**src/rtl/sdte_pkg.sv**
```systemverilog
// ----------------------------------------------------------------------------
// sdte_pkg
// Shared types, constants and helpers for the stereo dual-tap echo.
// ----------------------------------------------------------------------------
package sdte_pkg;

  localparam int unsigned LEN_W      = 17;  // tap length register
  localparam int unsigned GAIN_W     = 16;  // one channel of an input coefficient pair
  localparam int unsigned COEF_IN_W  = 16;  // feedback, cross mix, damping registers
  localparam int unsigned Q_W        = 17;  // saturated q1.15 coefficient, 0 .. 1.0
  localparam int unsigned COEF_W     = 18;  // signed coefficient operand of the mac
  localparam int unsigned FRAC_BITS  = 15;
  localparam int unsigned HALF_Q15   = 16384;
  localparam logic [Q_W-1:0] ONE_Q15 = Q_W'(32768);

  localparam int unsigned CFG_IDX_W  = 4;
  localparam int unsigned CFG_DATA_W = 32;

  localparam logic [CFG_IDX_W-1:0] REG_TAP1_LEN   = 4'd0;
  localparam logic [CFG_IDX_W-1:0] REG_TAP2_LEN   = 4'd1;
  localparam logic [CFG_IDX_W-1:0] REG_TAP1_COEFS = 4'd2;
  localparam logic [CFG_IDX_W-1:0] REG_TAP2_COEFS = 4'd3;
  localparam logic [CFG_IDX_W-1:0] REG_TAP1_FB    = 4'd4;
  localparam logic [CFG_IDX_W-1:0] REG_TAP2_FB    = 4'd5;
  localparam logic [CFG_IDX_W-1:0] REG_CROSS_MIX  = 4'd6;
  localparam logic [CFG_IDX_W-1:0] REG_DAMPING    = 4'd7;

  localparam logic [LEN_W-1:0]      RST_TAP_LEN   = 17'd1;
  localparam logic [CFG_DATA_W-1:0] RST_COEFS     = 32'd0;
  localparam logic [COEF_IN_W-1:0]  RST_FEEDBACK  = 16'd10240;
  localparam logic [COEF_IN_W-1:0]  RST_CROSS_MIX = 16'd25801;
  localparam logic [COEF_IN_W-1:0]  RST_DAMPING   = 16'd17285;

  typedef struct packed {
    logic en;     // take a product this cycle
    logic first;  // first product of a pair, restart from the rounding offset
  } mac_ctrl_t;

  // coefficients above one are held at one
  function automatic logic [Q_W-1:0] coef_sat(input logic [COEF_IN_W-1:0] c);
    logic [Q_W-1:0] r;
    r = (c > COEF_IN_W'(32768)) ? ONE_Q15 : {1'b0, c};
    return r;
  endfunction

  function automatic logic signed [COEF_W-1:0] to_op(input logic [Q_W-1:0] c);
    logic signed [COEF_W-1:0] r;
    r = $signed({1'b0, c});
    return r;
  endfunction

endpackage

```
**src/rtl/sdte_mac.sv**
```systemverilog
// ----------------------------------------------------------------------------
// sdte_mac
// Shared multiply-accumulate unit: sums two q1.15 products with round half up.
// ----------------------------------------------------------------------------
module sdte_mac #(
  parameter int unsigned OpW = 26
) (
  input  logic                                  clk_i,
  input  logic                                  rst_ni,
  input  sdte_pkg::mac_ctrl_t                   ctrl_i,
  input  logic signed [OpW-1:0]                 a_i,
  input  logic signed [sdte_pkg::COEF_W-1:0]    b_i,
  output logic signed [OpW+sdte_pkg::COEF_W-sdte_pkg::FRAC_BITS:0] rnd_o
);

  localparam int unsigned ProdW = OpW + sdte_pkg::COEF_W;
  localparam int unsigned AccW  = ProdW + 1;

  logic signed [ProdW-1:0] prod;
  logic signed [AccW-1:0]  base;
  logic signed [AccW-1:0]  acc_d;
  logic signed [AccW-1:0]  acc_q;

  assign prod  = ProdW'(a_i) * ProdW'(b_i);
  assign base  = ctrl_i.first ? $signed(AccW'(sdte_pkg::HALF_Q15)) : acc_q;
  assign acc_d = base + AccW'(prod);

  always_ff @(posedge clk_i or negedge rst_ni) begin
    if (!rst_ni) begin
      acc_q <= '0;
    end else if (ctrl_i.en) begin
      acc_q <= acc_d;
    end
  end

  // floor of (sum + half) / 2^15
  assign rnd_o = acc_d[AccW-1:sdte_pkg::FRAC_BITS];

endmodule

```
**config.mk**
```make
export PLATFORM = sky130hd
export DESIGN_NAME = sdte_mac
export DESIGN_NICKNAME = d
export VERILOG_FILES = /design/src/rtl/sdte_pkg.sv /design/src/rtl/sdte_mac.sv
export SDC_FILE = /design/constraint.sdc
export NUM_CORES = 1
export LEC_CHECK = 0
export BUFFER_PORTS_ARGS = -buffer_cell sky130_fd_sc_hd__buf_2
export CAP_MARGIN = 0
export CORE_ASPECT_RATIO = 1.1
export CORE_MARGIN = 3
export CORE_UTILIZATION = 65
export DETAILED_ROUTE_END_ITERATION = 8
export HOLD_SLACK_MARGIN = 0.1
export PLACE_DENSITY = 0.83
export SYNTH_ARGS = -nofsm -noshare
export SYNTH_HDL_FRONTEND = slang
export SYNTH_SLANG_ARGS = --single-unit
```
**constraint.sdc**
```tcl
create_clock -name clk_i -period 11 [get_ports clk_i]
set_input_delay 1.65 -clock clk_i [delete_from_list [all_inputs] [get_ports clk_i]]
set_output_delay 1.65 -clock clk_i [all_outputs]
set_load 0.02 [all_outputs]
```
* Word level (Yosys, flattened, before mapping)
Cells that the tools add are included.
Storage, ports and cells: bits in registers 45, input bits 48, output and inout bits 30, word-level logic and storage cells 4
Operators by class: add/sub/neg operators 1, multipliers 1, multiplexer cells 1
Operator list (count):
- 45-bit by 44-bit adder with 45-bit output | 1
- 45-bit 2-to-1 mux | 1
- 26-bit by 18-bit multiplier with 44-bit output | 1

* Depth between registers and ports, before layout
depth in word-level cells 2, mapped depth 27, gate-level depth less buffers 24

* Least setup slack after synthesis
Ideal clock, no wire load.
path kind input -> output, start point input port a_i[25], end point output port rnd_o[29] (netlist name), data arrival time 8.058 ns, data required time 9.350 ns, setup slack 1.292 ns, cell stages on the path 25, path buffers 4, cell sequence clkbuf_1 clkbuf_1 nand2_1 fa_1 inv_1 fa_1 fa_1 fa_1 fa_1 inv_1 fa_1 inv_1 ha_1 ha_1 clkbuf_1 a21oi_1 o21ai_0 nand2b_1 a21oi_1 nor4_1 a21oi_1 o21a_1 nor2_1 xnor2_1 buf_4
On the way: cells in the longest elaborated chain, start to end 2
RTL lines:
- start: declaration | line sdte_mac.sv:11 | input logic signed [OpW-1:0] a_i,
- 26-bit by 18-bit multiplier with 44-bit output | line sdte_mac.sv:24 | assign prod = ProdW'(a_i) * ProdW'(b_i);
- 45-bit by 44-bit adder with 45-bit output | line sdte_mac.sv:26 | assign acc_d = base + AccW'(prod);
- end: declaration | line sdte_mac.sv:13 | output logic signed [OpW+sdte_pkg::COEF_W-sdte_pkg::FRAC_BITS:0] rnd_o
No other way between the ends.

* Worst setup path after layout
start point input port b_i[10] (netlist name), end point output port rnd_o[24] (netlist name)
On the way: cells in the longest elaborated chain, start to end 2
RTL lines:
- start: declaration | line sdte_mac.sv:12 | input logic signed [sdte_pkg::COEF_W-1:0] b_i,
- 26-bit by 18-bit multiplier with 44-bit output | line sdte_mac.sv:24
- 45-bit by 44-bit adder with 45-bit output | line sdte_mac.sv:26
No other way between the ends.

==> results by group <==
Timing
  – Skew final: 8.05 ps
  – Max Slew Vio Count: 0
  – Unrepaired setup endpoints after global routing: no
  – Rel. slew slack: 0.235
  – Fin crit share: 0.916
  – Crit path time final: approximately 10000 ps
  – Tightest Pin Transition: 1150 ps
  – TNS Setup: 0 ps
  – Final setup fails: 0
  – Fmax: slightly below 100 MHz
  – Final Hold Fails: 0

Final layout
  – Biggest regs: acc_q: 45 flops
  – Layout cells sized above 1: 0.0667
  – Area Growth Syn to Fin: 2.42%
  – Most frequent cells in the layout: 505 x fa_1, 475 x inv_1, 265 x nand2_1
  – Fin area: 0.0207 mm²
  – Fillers: 2408
  – Commonest non-fill, non-tap cell in the layout: fa_1
  – Area of the multi-input gates: 0.0167 mm²
  – Fin util: 0.678
  – Reg with most FFs: acc_q
  – Final Non-Filler Cells: 2512
  – Largest register FFs: 45
  – Nets: about 2.8k
  – Antenna Cells: 0
  – Seq. cell area: 0.00113 mm²

Critical path
  – WP data arrival: 8430 ps
  – Worst path required time: ~9400 ps
  – Critical Path Fanout Max: 26
  – Critical Path Start Type: input pin
  – Critical path type: in2out
  – CP max-delay cell: fa_1
  – Worst setup EP type: primary output
  – Max stage delay on crit path: 540 ps
  – Crit-path cells: buf_2, nand2_1, fa_1, inv_1, fa_1, inv_1, fa_1, inv_1, fa_1, fa_1, fa_1, ha_1, ha_1, a21o_1, a21oi_1, o21ai_0, o311a_1, o31ai_1, nand2_1, o22ai_2, o21ai_0, xnor2_1, buf_2
  – Most common cell type on the critical path: fa_1

Clock tree
  – Clk sinks: between 40 and 50
  – Post_cts resized: 0
  – Setup bufs post-CTS: 0
  – CTS hold repair buffers: 0
  – CTS tree: yes
  – Worst-path clk slew: approximately 60 ps
  – CTS Buffer Depth: 2
  – TritonCTS Buffers: 5
  – H-tree depth: 2
  – Clk root buf: clkbuf_16
  – Skew-Pair Late Insertion Delay: 290 ps

Placed design
  – Placed inst area: 0.0205 mm²
  – Global placement routability congestion: 0.945
  – DP HPWL: roughly 41000 µm
  – Number of buffers added on ports: 77
  – Inst Count DP: 2504

Yosys
  – Cell accounting for the most synthesized area: fa_1
  – Post-synthesis xor/xnor area fraction: 0.0208
  – Mux contribution to synthesized area: 0.0211
  – Yosys cell types: between 60 and 70
  – Synth top area share: 0.500
  – Mapped Cells: 2136
  – FF+latch count, synth: between 40 and 50
  – Sequential fraction of the synthesis area: 0.0557
  – Compound-Gate Fraction of Synth Area: 0.0456
  – Ys async rst share: 1.00
  – Post-synth top flop: dfrtp_1
  – Post-Synth Simple-Gate Area: 0.157
  – Post-synth EDFFs: 0
  – Top cells by area, synth: fa_1 50%, inv_1 8.8%, ha_1 8.0%, and2_1 6.7%, dfrtp_1 5.6%
  – Largest family of logic cells by synthesized area: adder cells
  – Synthesized area per cell: 9.46 µm²
  – Adder-cell share of the synthesized area: 0.581
  – Syn_nets: 2819
  – Yosys warns: 0
  – Cell Area, Synth: just over 0.02 mm²

Die
  – Die Ht: 191 µm
  – Chip width: 174 µm
  – Cell Rows: 67
  – Core Region: about 0.03 mm²
  – Starting Density: 0.662
  – Io pins: just under 80
  – Die area: 0.0332 mm²

Detailed routing
  – Detailed Routing Iterations Pass 1: 5
  – Initial DRC Count: about 990
  – DR WL/cell: 19.3 µm
  – DRT antenna net count: 0
  – DRC Markers: 0
  – Final wirelength: 48600 µm
  – Via-to-Cell Ratio: roughly 5.7
  – Via count: 14.4k

Global route
  – Initial antenna violation count: 0
  – Total gr overflow: 0
  – Largest net degree at the start of global routing: 51
  – Vias in the first global route: 16.4k
  – First-pass GRT wire length: 80300 µm
  – GRT Overall Usage: 0.308

Worst hold path
  – HP Class: reg2reg

Job
  – Max cap viols: 0

Status
  – Status: finished, final reports clean
## per-layer routing
metal,GRT usage,wire [µm],vias to the layer above
met5,0,0,-
met4,0.196,3670,0
met3,0.0300,2520,225
met2,0.572,26200,617
met1,0.339,16200,7389
li1,-,-,6173
## cells by family after synthesis
kind of cell / Yosys count
AOI/OAI and AO/OA: 137
xor gates and xnor gates: 48
adders and majority gates: 635
buffers and inverters: 604
DFF: 45
muxes: 38
and+or+nand+nor: 629
## final cells by class
| class | instances | share of cell area |
|---|---|---|
| well taps | 414 | 0.0250 |
| inverters | 476 | 0.0863 |
| flip-flops and latches | 45 | 0.0544 |
| clock inverters | 1 | 0.00145 |
| multi-input cells | 1487 | 0.805 |
| repair buffers | 82 | 0.0204 |
| clock buffers | 7 | 0.00689 |
## worst max-delay path: cells and delay by family
family | cells | cell delay, ps
AO/OA/AOI/OAI | 7 | 1790
XOR/XNOR | 1 | 150
adder cells (fa/ha/maj) | 8 | 3640
buffers and inverters | 5 | 790
AND/OR/NAND/NOR | 2 | 410
## worst paths after layout
check / slack, ps / depth (start not counted) / to / startpoint
min in group asynchronous: 1450 / 2 / acc_q[40] / rst_ni
worst min register to register: 500 / 1 / acc_q[32] / acc_q[32]
max in group asynchronous: 9120 / 2 / acc_q[14] / rst_ni
worst max register to register: 5420 / 17 / acc_q[35] / acc_q[16]
worst max-delay path: 920 / 23 / rnd_o[24] / b_i[10]
worst min-delay path: 500 / 1 / acc_q[32] / acc_q[32]
## Yosys cell counts (3+ instances only)
cell	number
o22ai_1	3
xnor2_1	34
dfrtp_1	45
ha_1	130
nor2_1	43
buf_2	4
a21oi_1	43
clkbuf_1	88
o21a_1	5
a21o_1	14
nor3_1	5
xor2_1	14
nand2b_1	35
nand2_1	265
nand4_1	10
and3_1	3
buf_4	31
nor2b_1	26
and2_1	216
inv_1	475
a31oi_1	3
nor4_1	5
o31ai_1	4
mux2_2	37
o21ai_0	24
o21bai_1	4
fa_1	505
a211oi_1	7
nand3_1	10
or3_1	3
o21ai_1	3
## metrics by stage
step	hold slack [ps]	setup slack [ps]
floorplan	441	1290
global placement	481	1140
detailed placement	488	925
CTS	503	902
global route	523	498
finish	496	924
Power is not shown: default switching activity piles up to over one toggle a cycle in this logic, so the estimate is an artifact.
